File: config.mk
export PLATFORM = sky130hd
export DESIGN_NAME = string_seeded_prng_with_bounded_draw
export DESIGN_NICKNAME = d
export VERILOG_FILES = /design/src/sv/ssp_pkg.sv /design/src/sv/string_seeded_prng_with_bounded_draw.sv /design/src/sv/ssp_mul.sv /design/src/sv/ssp_mod.sv
export SDC_FILE = /design/constraint.sdc
export NUM_CORES = 2
export LEC_CHECK = 0
export BUFFER_PORTS_ARGS = -buffer_cell sky130_fd_sc_hd__buf_4
export CAP_MARGIN = 20
export CELL_PAD_IN_SITES_DETAIL_PLACEMENT = 0
export CELL_PAD_IN_SITES_GLOBAL_PLACEMENT = 1
export CORE_MARGIN = 2
export CORE_UTILIZATION = 35
export DETAILED_ROUTE_END_ITERATION = 10
export HOLD_SLACK_MARGIN = 0.03
export PLACE_DENSITY = 0.71
export SLEW_MARGIN = 10
export SYNTH_ARGS = -nofsm -noshare
export SYNTH_HDL_FRONTEND = slang
export SYNTH_HIERARCHICAL = 1
export SYNTH_SLANG_ARGS = --single-unit
File: constraint.sdc
create_clock -name clock -period 8.7 [get_ports clock]
set_input_delay 1.305 -clock clock [delete_from_list [all_inputs] [get_ports clock]]
set_output_delay 1.305 -clock clock [all_outputs]
set_load 0.01 [all_outputs]
File: src/sv/ssp_pkg.sv
package ssp_pkg;

   localparam int unsigned WORD_BITS  = 32;
   localparam int unsigned BOUND_BITS = 16;
   localparam int unsigned CNT_BITS   = $clog2(WORD_BITS);

   localparam logic [WORD_BITS-1:0] HASH_INIT = 32'd1779033703;
   localparam logic [WORD_BITS-1:0] HASH_MUL  = 32'd3432918353;
   localparam logic [WORD_BITS-1:0] FIN_MUL_A = 32'd2246822507;
   localparam logic [WORD_BITS-1:0] FIN_MUL_B = 32'd3266489909;
   localparam logic [WORD_BITS-1:0] WEYL_STEP = 32'h6D2B79F5;
   localparam logic [WORD_BITS-1:0] MIX_OR    = 32'd61;

   typedef enum logic [1:0] {
      CMD_BEGIN = 2'd0,
      CMD_BYTE  = 2'd1,
      CMD_LOAD  = 2'd2,
      CMD_DRAW  = 2'd3
   } cmd_type;

   typedef struct packed {
      cmd_type               cmd;
      logic [7:0]            seed_length;
      logic [7:0]            seed_byte;
      logic                  last_byte;
      logic [WORD_BITS-1:0]  load_value;
      logic [BOUND_BITS-1:0] bound;
   } req_type;

   typedef struct packed {
      logic [WORD_BITS-1:0]  random_word;
      logic [BOUND_BITS-1:0] bounded_value;
   } rsp_type;

endpackage

File: src/sv/string_seeded_prng_with_bounded_draw.sv
// String-seeded 32-bit generator (xmur3 seeding, mulberry32 output) with a
// bounded draw.
// Request channel (req_valid/req_ready/req_data) takes one command word:
//   begin - starts the seed hash from seed_length; length 0 seeds at once
//   byte  - folds seed_byte into the hash; last_byte finishes it and seeds
//   load  - writes load_value into the generator counter
//   draw  - steps the generator and returns one response word
// Response channel (rsp_valid/rsp_ready/rsp_data) carries random_word and
// random_word modulo bound (0 when bound is 0). Only draw gives a response.
// All multiplies go through one registered 32x32 multiplier; the modulo is
// a bit-serial divider, one bit per cycle over the 32-bit word, which sets
// the draw latency. One command is in work at a time.
// A finished response sits in an output register; a new command is taken
// while it waits. A draw that completes while the old response is still
// stalled holds until rsp_ready frees the register.
// Synchronous reset clears the counter and hash to zero, drops rsp_valid.
module string_seeded_prng_with_bounded_draw (
   input  logic             clock,
   input  logic             reset,
   input  logic             req_valid,
   output logic             req_ready,
   input  ssp_pkg::req_type req_data,
   output logic             rsp_valid,
   input  logic             rsp_ready,
   output ssp_pkg::rsp_type rsp_data
);

   typedef enum logic [3:0] {
      ST_IDLE,
      ST_BYTE_MUL,
      ST_BYTE_RES,
      ST_FIN1,
      ST_FIN2,
      ST_FIN3,
      ST_DRAW1,
      ST_DRAW2,
      ST_DRAW3,
      ST_MOD,
      ST_DONE
   } state_type;

   state_type                      state_ff, state_in;
   logic [ssp_pkg::WORD_BITS-1:0]  acc_ff, acc_in;
   logic [ssp_pkg::WORD_BITS-1:0]  weyl_ff, weyl_in;
   logic [ssp_pkg::WORD_BITS-1:0]  t_ff, t_in;
   logic [ssp_pkg::WORD_BITS-1:0]  word_ff, word_in;
   logic                           last_ff, last_in;
   logic [ssp_pkg::BOUND_BITS-1:0] bound_ff, bound_in;
   logic                           rsp_valid_ff, rsp_valid_in;
   ssp_pkg::rsp_type               rsp_data_ff, rsp_data_in;

   logic [ssp_pkg::WORD_BITS-1:0]  mul_a, mul_b, prod;
   logic [ssp_pkg::WORD_BITS-1:0]  acc_start, weyl_next, mixed, rot;
   logic                           mod_start, mod_done;
   logic [ssp_pkg::BOUND_BITS-1:0] mod_rem;

   ssp_mul u_mul (
      .clock (clock),
      .op_a  (mul_a),
      .op_b  (mul_b),
      .prod  (prod)
   );

   ssp_mod u_mod (
      .clock     (clock),
      .reset     (reset),
      .start     (mod_start),
      .dividend  (word_in),
      .divisor   (bound_ff),
      .done      (mod_done),
      .remainder (mod_rem)
   );

   always_comb begin
      acc_start = ssp_pkg::HASH_INIT ^ {24'd0, req_data.seed_length};
      weyl_next = weyl_ff + ssp_pkg::WEYL_STEP;
      rot       = {prod[18:0], prod[31:19]};
      mixed     = (t_ff + prod) ^ t_ff;

      state_in     = state_ff;
      acc_in       = acc_ff;
      weyl_in      = weyl_ff;
      t_in         = t_ff;
      word_in      = word_ff;
      last_in      = last_ff;
      bound_in     = bound_ff;
      rsp_data_in  = rsp_data_ff;
      rsp_valid_in = rsp_valid_ff & ~rsp_ready;
      mul_a        = t_ff;
      mul_b        = ssp_pkg::HASH_MUL;
      mod_start    = 1'b0;

      case (state_ff)
         ST_IDLE: begin
            if (req_valid) begin
               case (req_data.cmd)
                  ssp_pkg::CMD_BEGIN: begin
                     acc_in = acc_start;
                     if (req_data.seed_length == 8'd0) begin
                        t_in     = acc_start;
                        state_in = ST_FIN1;
                     end
                  end
                  ssp_pkg::CMD_BYTE: begin
                     t_in     = acc_ff ^ {24'd0, req_data.seed_byte};
                     last_in  = req_data.last_byte;
                     state_in = ST_BYTE_MUL;
                  end
                  ssp_pkg::CMD_LOAD: begin
                     weyl_in = req_data.load_value;
                  end
                  ssp_pkg::CMD_DRAW: begin
                     weyl_in  = weyl_next;
                     t_in     = weyl_next;
                     bound_in = req_data.bound;
                     state_in = ST_DRAW1;
                  end
                  default: begin
                     state_in = ST_IDLE;
                  end
               endcase
            end
         end
         ST_BYTE_MUL: begin
            mul_a    = t_ff;
            mul_b    = ssp_pkg::HASH_MUL;
            state_in = ST_BYTE_RES;
         end
         ST_BYTE_RES: begin
            acc_in = rot;
            if (last_ff) begin
               t_in     = rot;
               state_in = ST_FIN1;
            end else begin
               state_in = ST_IDLE;
            end
         end
         ST_FIN1: begin
            mul_a    = t_ff ^ (t_ff >> 16);
            mul_b    = ssp_pkg::FIN_MUL_A;
            state_in = ST_FIN2;
         end
         ST_FIN2: begin
            mul_a    = prod ^ (prod >> 13);
            mul_b    = ssp_pkg::FIN_MUL_B;
            state_in = ST_FIN3;
         end
         ST_FIN3: begin
            weyl_in  = prod ^ (prod >> 16);
            state_in = ST_IDLE;
         end
         ST_DRAW1: begin
            mul_a    = t_ff ^ (t_ff >> 15);
            mul_b    = t_ff | 32'd1;
            state_in = ST_DRAW2;
         end
         ST_DRAW2: begin
            t_in     = prod;
            mul_a    = prod ^ (prod >> 7);
            mul_b    = prod | ssp_pkg::MIX_OR;
            state_in = ST_DRAW3;
         end
         ST_DRAW3: begin
            word_in = mixed ^ (mixed >> 14);
            if (bound_ff == '0) begin
               state_in = ST_DONE;
            end else begin
               mod_start = 1'b1;
               state_in  = ST_MOD;
            end
         end
         ST_MOD: begin
            if (mod_done) begin
               state_in = ST_DONE;
            end
         end
         ST_DONE: begin
            if (!rsp_valid_ff || rsp_ready) begin
               rsp_data_in.random_word   = word_ff;
               rsp_data_in.bounded_value = (bound_ff == '0) ? '0 : mod_rem;
               rsp_valid_in              = 1'b1;
               state_in                  = ST_IDLE;
            end
         end
         default: begin
            state_in = ST_IDLE;
         end
      endcase
   end

   always_ff @(posedge clock) begin
      if (reset) begin
         state_ff     <= ST_IDLE;
         acc_ff       <= '0;
         weyl_ff      <= '0;
         rsp_valid_ff <= 1'b0;
      end else begin
         state_ff     <= state_in;
         acc_ff       <= acc_in;
         weyl_ff      <= weyl_in;
         rsp_valid_ff <= rsp_valid_in;
      end
      t_ff        <= t_in;
      word_ff     <= word_in;
      last_ff     <= last_in;
      bound_ff    <= bound_in;
      rsp_data_ff <= rsp_data_in;
   end

   assign req_ready = (state_ff == ST_IDLE);
   assign rsp_valid = rsp_valid_ff;
   assign rsp_data  = rsp_data_ff;

endmodule

File: src/sv/ssp_mul.sv
module ssp_mul (
   input  logic                          clock,
   input  logic [ssp_pkg::WORD_BITS-1:0] op_a,
   input  logic [ssp_pkg::WORD_BITS-1:0] op_b,
   output logic [ssp_pkg::WORD_BITS-1:0] prod
);

   logic [ssp_pkg::WORD_BITS-1:0]   prod_ff;
   logic [2*ssp_pkg::WORD_BITS-1:0] full;

   assign full = op_a * op_b;

   always_ff @(posedge clock) begin
      prod_ff <= full[ssp_pkg::WORD_BITS-1:0];
   end

   assign prod = prod_ff;

endmodule

File: src/sv/ssp_mod.sv
module ssp_mod (
   input  logic                           clock,
   input  logic                           reset,
   input  logic                           start,
   input  logic [ssp_pkg::WORD_BITS-1:0]  dividend,
   input  logic [ssp_pkg::BOUND_BITS-1:0] divisor,
   output logic                           done,
   output logic [ssp_pkg::BOUND_BITS-1:0] remainder
);

   logic                           run_ff, run_in;
   logic                           done_ff, done_in;
   logic [ssp_pkg::CNT_BITS-1:0]   cnt_ff, cnt_in;
   logic [ssp_pkg::BOUND_BITS-1:0] rem_ff, rem_in;
   logic [ssp_pkg::WORD_BITS-1:0]  div_ff, div_in;
   logic [ssp_pkg::BOUND_BITS-1:0] dsr_ff, dsr_in;
   logic [ssp_pkg::BOUND_BITS:0]   trial;
   logic [ssp_pkg::BOUND_BITS:0]   diff;

   // one quotient bit per cycle, restoring
   always_comb begin
      trial   = {rem_ff, div_ff[ssp_pkg::WORD_BITS-1]};
      diff    = trial - {1'b0, dsr_ff};
      run_in  = run_ff;
      done_in = 1'b0;
      cnt_in  = cnt_ff;
      rem_in  = rem_ff;
      div_in  = div_ff;
      dsr_in  = dsr_ff;
      if (start) begin
         run_in = 1'b1;
         cnt_in = ssp_pkg::CNT_BITS'(ssp_pkg::WORD_BITS - 1);
         rem_in = '0;
         div_in = dividend;
         dsr_in = divisor;
      end else if (run_ff) begin
         if (trial >= {1'b0, dsr_ff}) begin
            rem_in = diff[ssp_pkg::BOUND_BITS-1:0];
         end else begin
            rem_in = trial[ssp_pkg::BOUND_BITS-1:0];
         end
         div_in = {div_ff[ssp_pkg::WORD_BITS-2:0], 1'b0};
         cnt_in = cnt_ff - 1'b1;
         if (cnt_ff == '0) begin
            run_in  = 1'b0;
            done_in = 1'b1;
         end
      end
   end

   always_ff @(posedge clock) begin
      if (reset) begin
         run_ff  <= 1'b0;
         done_ff <= 1'b0;
      end else begin
         run_ff  <= run_in;
         done_ff <= done_in;
      end
      cnt_ff <= cnt_in;
      rem_ff <= rem_in;
      div_ff <= div_in;
      dsr_ff <= dsr_in;
   end

   assign done      = done_ff;
   assign remainder = rem_ff;

endmodule

==> Flow_metrics.wiki <==
{| class="wikitable"
! Metric !! Value
|-
| Final setup violation count || 0
|-
| Worst slew slack as a fraction of its limit || 22.6%
|-
| Netlist area before placement || 0.0335 mm^2
|-
| H-tree Lvls || 2
|-
| Multi-input gate area || 0.0236 mm^2
|-
| Hold path start || word_ff[13]
|-
| Global placer's final weighted congestion || 0.950
|-
| Clock buffer count from CTS || 35
|-
| Clock-pin slew on the worst setup and hold paths || 0.06 ns
|-
| Top cells by instance count after synthesis || 413 x sky130_fd_sc_hd__inv_1, 410 x sky130_fd_sc_hd__fa_1, 395 x sky130_fd_sc_hd__and2_1
|-
| Post-route setup TNS || 0 ns
|-
| Number of remaining DRC errors || 0
|-
| Share of the synthesized area in the top cell type || 24.5%
|-
| # nets final || 4352
|-
| Async set or reset register ratio after synthesis || 0%
|-
| Layout filler cell count || 9499
|-
| Post-detailed-route wirelength per cell || 22.0 um
|-
| RSZ-0062 raised after global routing || false
|-
| Wirelength, routed || 110000 um
|-
| Post-route clock period utilization || 95.2%
|-
| Reg-to-reg slack, setup || 0.41 ns
|-
| Die width || 313 um
|-
| Element type at the critical path end || flip-flop
|-
| Hold violation total from the final report || 0
|-
| Hold crit path type || flip-flop to flip-flop
|-
| First-pass GRT wire length || 168000 um
|-
| Cell taking the most area after synthesis || sky130_fd_sc_hd__fa_1
|-
| Yosys cell types || 100
|-
| Core region area || 0.0949 mm^2
|-
| Max Cap Violations || 0
|-
| Iteration-0 DRC Markers || 2347
|-
| FF+latch count, synth || 301
|-
| Antenna violations before repair || 3
|-
| Capturing point of the worst reg2reg path || u_mul/prod[31]
|-
| Sequential area share after synthesis || 22.3%
|-
| Cells after Synth || 3636
|-
| Pin count of the biggest net entering global routing || 74
|-
| Run status || finished, final reports clean
|-
| Number of warning messages in the yosys log || 6
|-
| CP Class || flip-flop to flip-flop
|-
| Number of standard-cell rows in the floorplan || 113
|-
| Average cell area after synthesis || 9.21 um^2
|-
| Detailed-route vias per instance || 5.35
|-
| Worst setup SP type || flip-flop
|-
| Total overflow reported by the global router || 0
|-
| Routed Antenna Nets || 0
|-
| Hold Path Cell Cnt || 0
|-
| Worst hold endpoint || rsp_data[29]
|-
| Detailed-router iteration count before antenna repair || 8
|-
| Post-detailed-placement half-perimeter wirelength || 83000 um
|-
| Worst R2R Start || state_ff[3]
|-
| Initial Util || 35.3%
|-
| Clk sinks || 301
|-
| Clock tree from TritonCTS || built
|-
| Count of vias placed by the detailed router || 26700
|-
| Die Height || 313 um
|-
| Area used by sequential logic in the layout || 0.00748 mm^2
|-
| Buffer type at the clock tree root || sky130_fd_sc_hd__clkbuf_16
|-
| Ranking of synthesized cells by area || sky130_fd_sc_hd__fa_1 25%, sky130_fd_sc_hd__edfxtp_1 13%, sky130_fd_sc_hd__dfxtp_1 9.3%, sky130_fd_sc_hd__and2_1 7.4%, sky130_fd_sc_hd__ha_1 6.6%
|-
| Required time worst endpoint || 9.12 ns
|-
| Area Overhead vs Synth || 11.7%
|-
| Achievable frequency || 0.121 GHz
|-
| Transition at the pin with the smallest max-transition slack || 1.16 ns
|-
| Min cycle time layout || 8.29 ns
|-
| Overall global routing resource usage || 22.2%
|-
| Worst-case reg-to-reg path depth || 26
|-
| Worst-path maximum fanout || 13
|-
| Post-synth EDFFs || 145
|-
| Ys flop type || sky130_fd_sc_hd__dfxtp_1
|-
| Share of post-route cells with drive strength above 1 || 11.4%
|-
| Largest clock skew in the final design || 0.0257 ns
|-
| Count of buffers from port buffering || 120
|-
| Via count of the first global-routing pass || 27400
|-
| IO Count || 121
|-
| Max Slew Vio Count || 0
|-
| Full die area || 0.0981 mm^2
|-
| Endpoint arrival time on the critical path || 8.71 ns
|-
| Most frequently used cell type in the post-synthesis netlist || sky130_fd_sc_hd__inv_1
|-
| Maximum clock path buffer count || 3
|-
| Worst-Skew Late Latency || 0.56 ns
|}
-- routing by layer --
layer,GRT usage [%],vias up,wire length [um]
met2,35.9,981,50000
li1,-,12200,-
met1,30.8,13300,48100
met5,0,-,0
met4,6.72,0,3610
met3,3.40,208,7830
-- area by class of cell --
class	count	share of cell area [%]
clock buffers	45	2.52
well taps	1265	4.23
diodes	1	0.00669
clock inverters	18	0.636
repair buffers	261	5.25
inverters	415	4.17
flip-flops and latches	301	20.0
multi-input cells	2680	63.2
-- flip-flops by register name, indices dropped and copies added, names as in the netlist --
signal / flops
rsp_data: 48
acc_ff: 32
t_ff: 32
u_mod/div_ff: 32
u_mul/prod: 32
weyl_ff: 32
word_ff: 32
bound_ff: 16
u_mod/dsr_ff: 16
u_mod/remainder: 16
u_mod/cnt_ff: 5
state_ff: 4
last_ff: 1
rsp_valid: 1
u_mod/done: 1
u_mod/run_ff: 1
-- logic make-up after synthesis --
family	Yosys count	synth area share, %
muxes	58	1.89
buffers and inverters	659	7.47
xor gates and xnor gates	238	6.31
AOI/OAI and AO/OA	671	13.8
DFF	301	22.3
adders and majority gates	587	31.1
other	1	0.0112
and+or+nand+nor	1121	17.0
-- layout by cell type, fill, tap and decap left out, types with 7 or more instances in the layout --
| cell type | n |
|---|---|
| sky130_fd_sc_hd__a211o_1 | 9 |
| sky130_fd_sc_hd__a211oi_1 | 30 |
| sky130_fd_sc_hd__a21o_1 | 34 |
| sky130_fd_sc_hd__a21oi_1 | 183 |
| sky130_fd_sc_hd__a21oi_2 | 7 |
| sky130_fd_sc_hd__a221o_1 | 31 |
| sky130_fd_sc_hd__a221oi_1 | 14 |
| sky130_fd_sc_hd__a222oi_1 | 7 |
| sky130_fd_sc_hd__a22oi_1 | 52 |
| sky130_fd_sc_hd__a31oi_1 | 16 |
| sky130_fd_sc_hd__and2_1 | 394 |
| sky130_fd_sc_hd__buf_4 | 260 |
| sky130_fd_sc_hd__clkbuf_1 | 7 |
| sky130_fd_sc_hd__clkbuf_16 | 35 |
| sky130_fd_sc_hd__clkinv_1 | 7 |
| sky130_fd_sc_hd__dfxtp_1 | 155 |
| sky130_fd_sc_hd__edfxtp_1 | 145 |
| sky130_fd_sc_hd__fa_1 | 410 |
| sky130_fd_sc_hd__ha_1 | 176 |
| sky130_fd_sc_hd__inv_1 | 413 |
| sky130_fd_sc_hd__mux2_2 | 41 |
| sky130_fd_sc_hd__mux2i_1 | 17 |
| sky130_fd_sc_hd__nand2_1 | 335 |
| sky130_fd_sc_hd__nand2b_1 | 19 |
| sky130_fd_sc_hd__nand3_1 | 28 |
| sky130_fd_sc_hd__nand4_1 | 12 |
| sky130_fd_sc_hd__nor2_1 | 189 |
| sky130_fd_sc_hd__nor3_1 | 54 |
| sky130_fd_sc_hd__nor4_1 | 11 |
| sky130_fd_sc_hd__o211ai_1 | 15 |
| sky130_fd_sc_hd__o21ai_0 | 103 |
| sky130_fd_sc_hd__o21bai_1 | 8 |
| sky130_fd_sc_hd__o221ai_1 | 38 |
| sky130_fd_sc_hd__o22ai_1 | 17 |
| sky130_fd_sc_hd__o31ai_1 | 10 |
| sky130_fd_sc_hd__or2_2 | 7 |
| sky130_fd_sc_hd__or3_1 | 8 |
| sky130_fd_sc_hd__xnor2_1 | 155 |
| sky130_fd_sc_hd__xor2_1 | 81 |
-- critical path, cell delays in order, from the launching register on --
cell and delay [ns]:
sky130_fd_sc_hd__dfxtp_1 0.39, sky130_fd_sc_hd__nand2b_2 0.29, sky130_fd_sc_hd__or3_1 0.44, sky130_fd_sc_hd__buf_4 0.24
sky130_fd_sc_hd__o221a_2 0.27, sky130_fd_sc_hd__o21ai_2 0.38, sky130_fd_sc_hd__buf_4 0.33, sky130_fd_sc_hd__and2_1 0.18
sky130_fd_sc_hd__fa_1 0.41, sky130_fd_sc_hd__inv_1 0.09, sky130_fd_sc_hd__fa_1 0.41, sky130_fd_sc_hd__inv_1 0.08
sky130_fd_sc_hd__fa_1 0.45, sky130_fd_sc_hd__fa_1 0.55, sky130_fd_sc_hd__inv_1 0.06, sky130_fd_sc_hd__fa_1 0.52
sky130_fd_sc_hd__fa_1 0.54, sky130_fd_sc_hd__fa_1 0.58, sky130_fd_sc_hd__fa_1 0.49, sky130_fd_sc_hd__xnor2_1 0.20
sky130_fd_sc_hd__xnor2_1 0.16, sky130_fd_sc_hd__xnor2_1 0.15, sky130_fd_sc_hd__xnor2_1 0.11, sky130_fd_sc_hd__xnor2_1 0.23
sky130_fd_sc_hd__xnor2_1 0.13, sky130_fd_sc_hd__xnor2_1 0.34, sky130_fd_sc_hd__xnor2_1 0.12
-- worst max path at each step --
stage,startpoint,end
after detailed placement,state_ff[3],u_mul/prod[30]
final,state_ff[3],u_mul/prod[31]
after global placement,state_ff[3],u_mul/prod[30]
after floorplan,state_ff[1],u_mul/prod[30]
after global routing,state_ff[3],u_mul/prod[31]
after CTS,state_ff[3],u_mul/prod[30]
-- metrics by stage --
stage | setup WS, ns | util (%) | hold WS (ns) | instances | instance area [um^2]
after detailed placement | 0.270 | 38.1 | 0.420 | 4919 | 36100
after global routing | 0.0228 | 39.4 | 0.439 | 4985 | 37400
final | 0.415 | 39.4 | 0.429 | 4986 | 37400
after CTS | 0.243 | 39.3 | 0.434 | 4982 | 37300
after floorplan | 0.553 | - | 0.400 | 3640 | 33500
after global placement | 0.321 | 38.1 | 0.415 | 4919 | 36100
-- repair_timing --
item                                    CTS  global route
endpoints found under the setup margin    0             5
hold buffers                              0             0
resized for setup                         0            10
setup buffers                             0             3
Power is not shown: default switching activity piles up to over one toggle a cycle in this logic, so the estimate is an artifact.
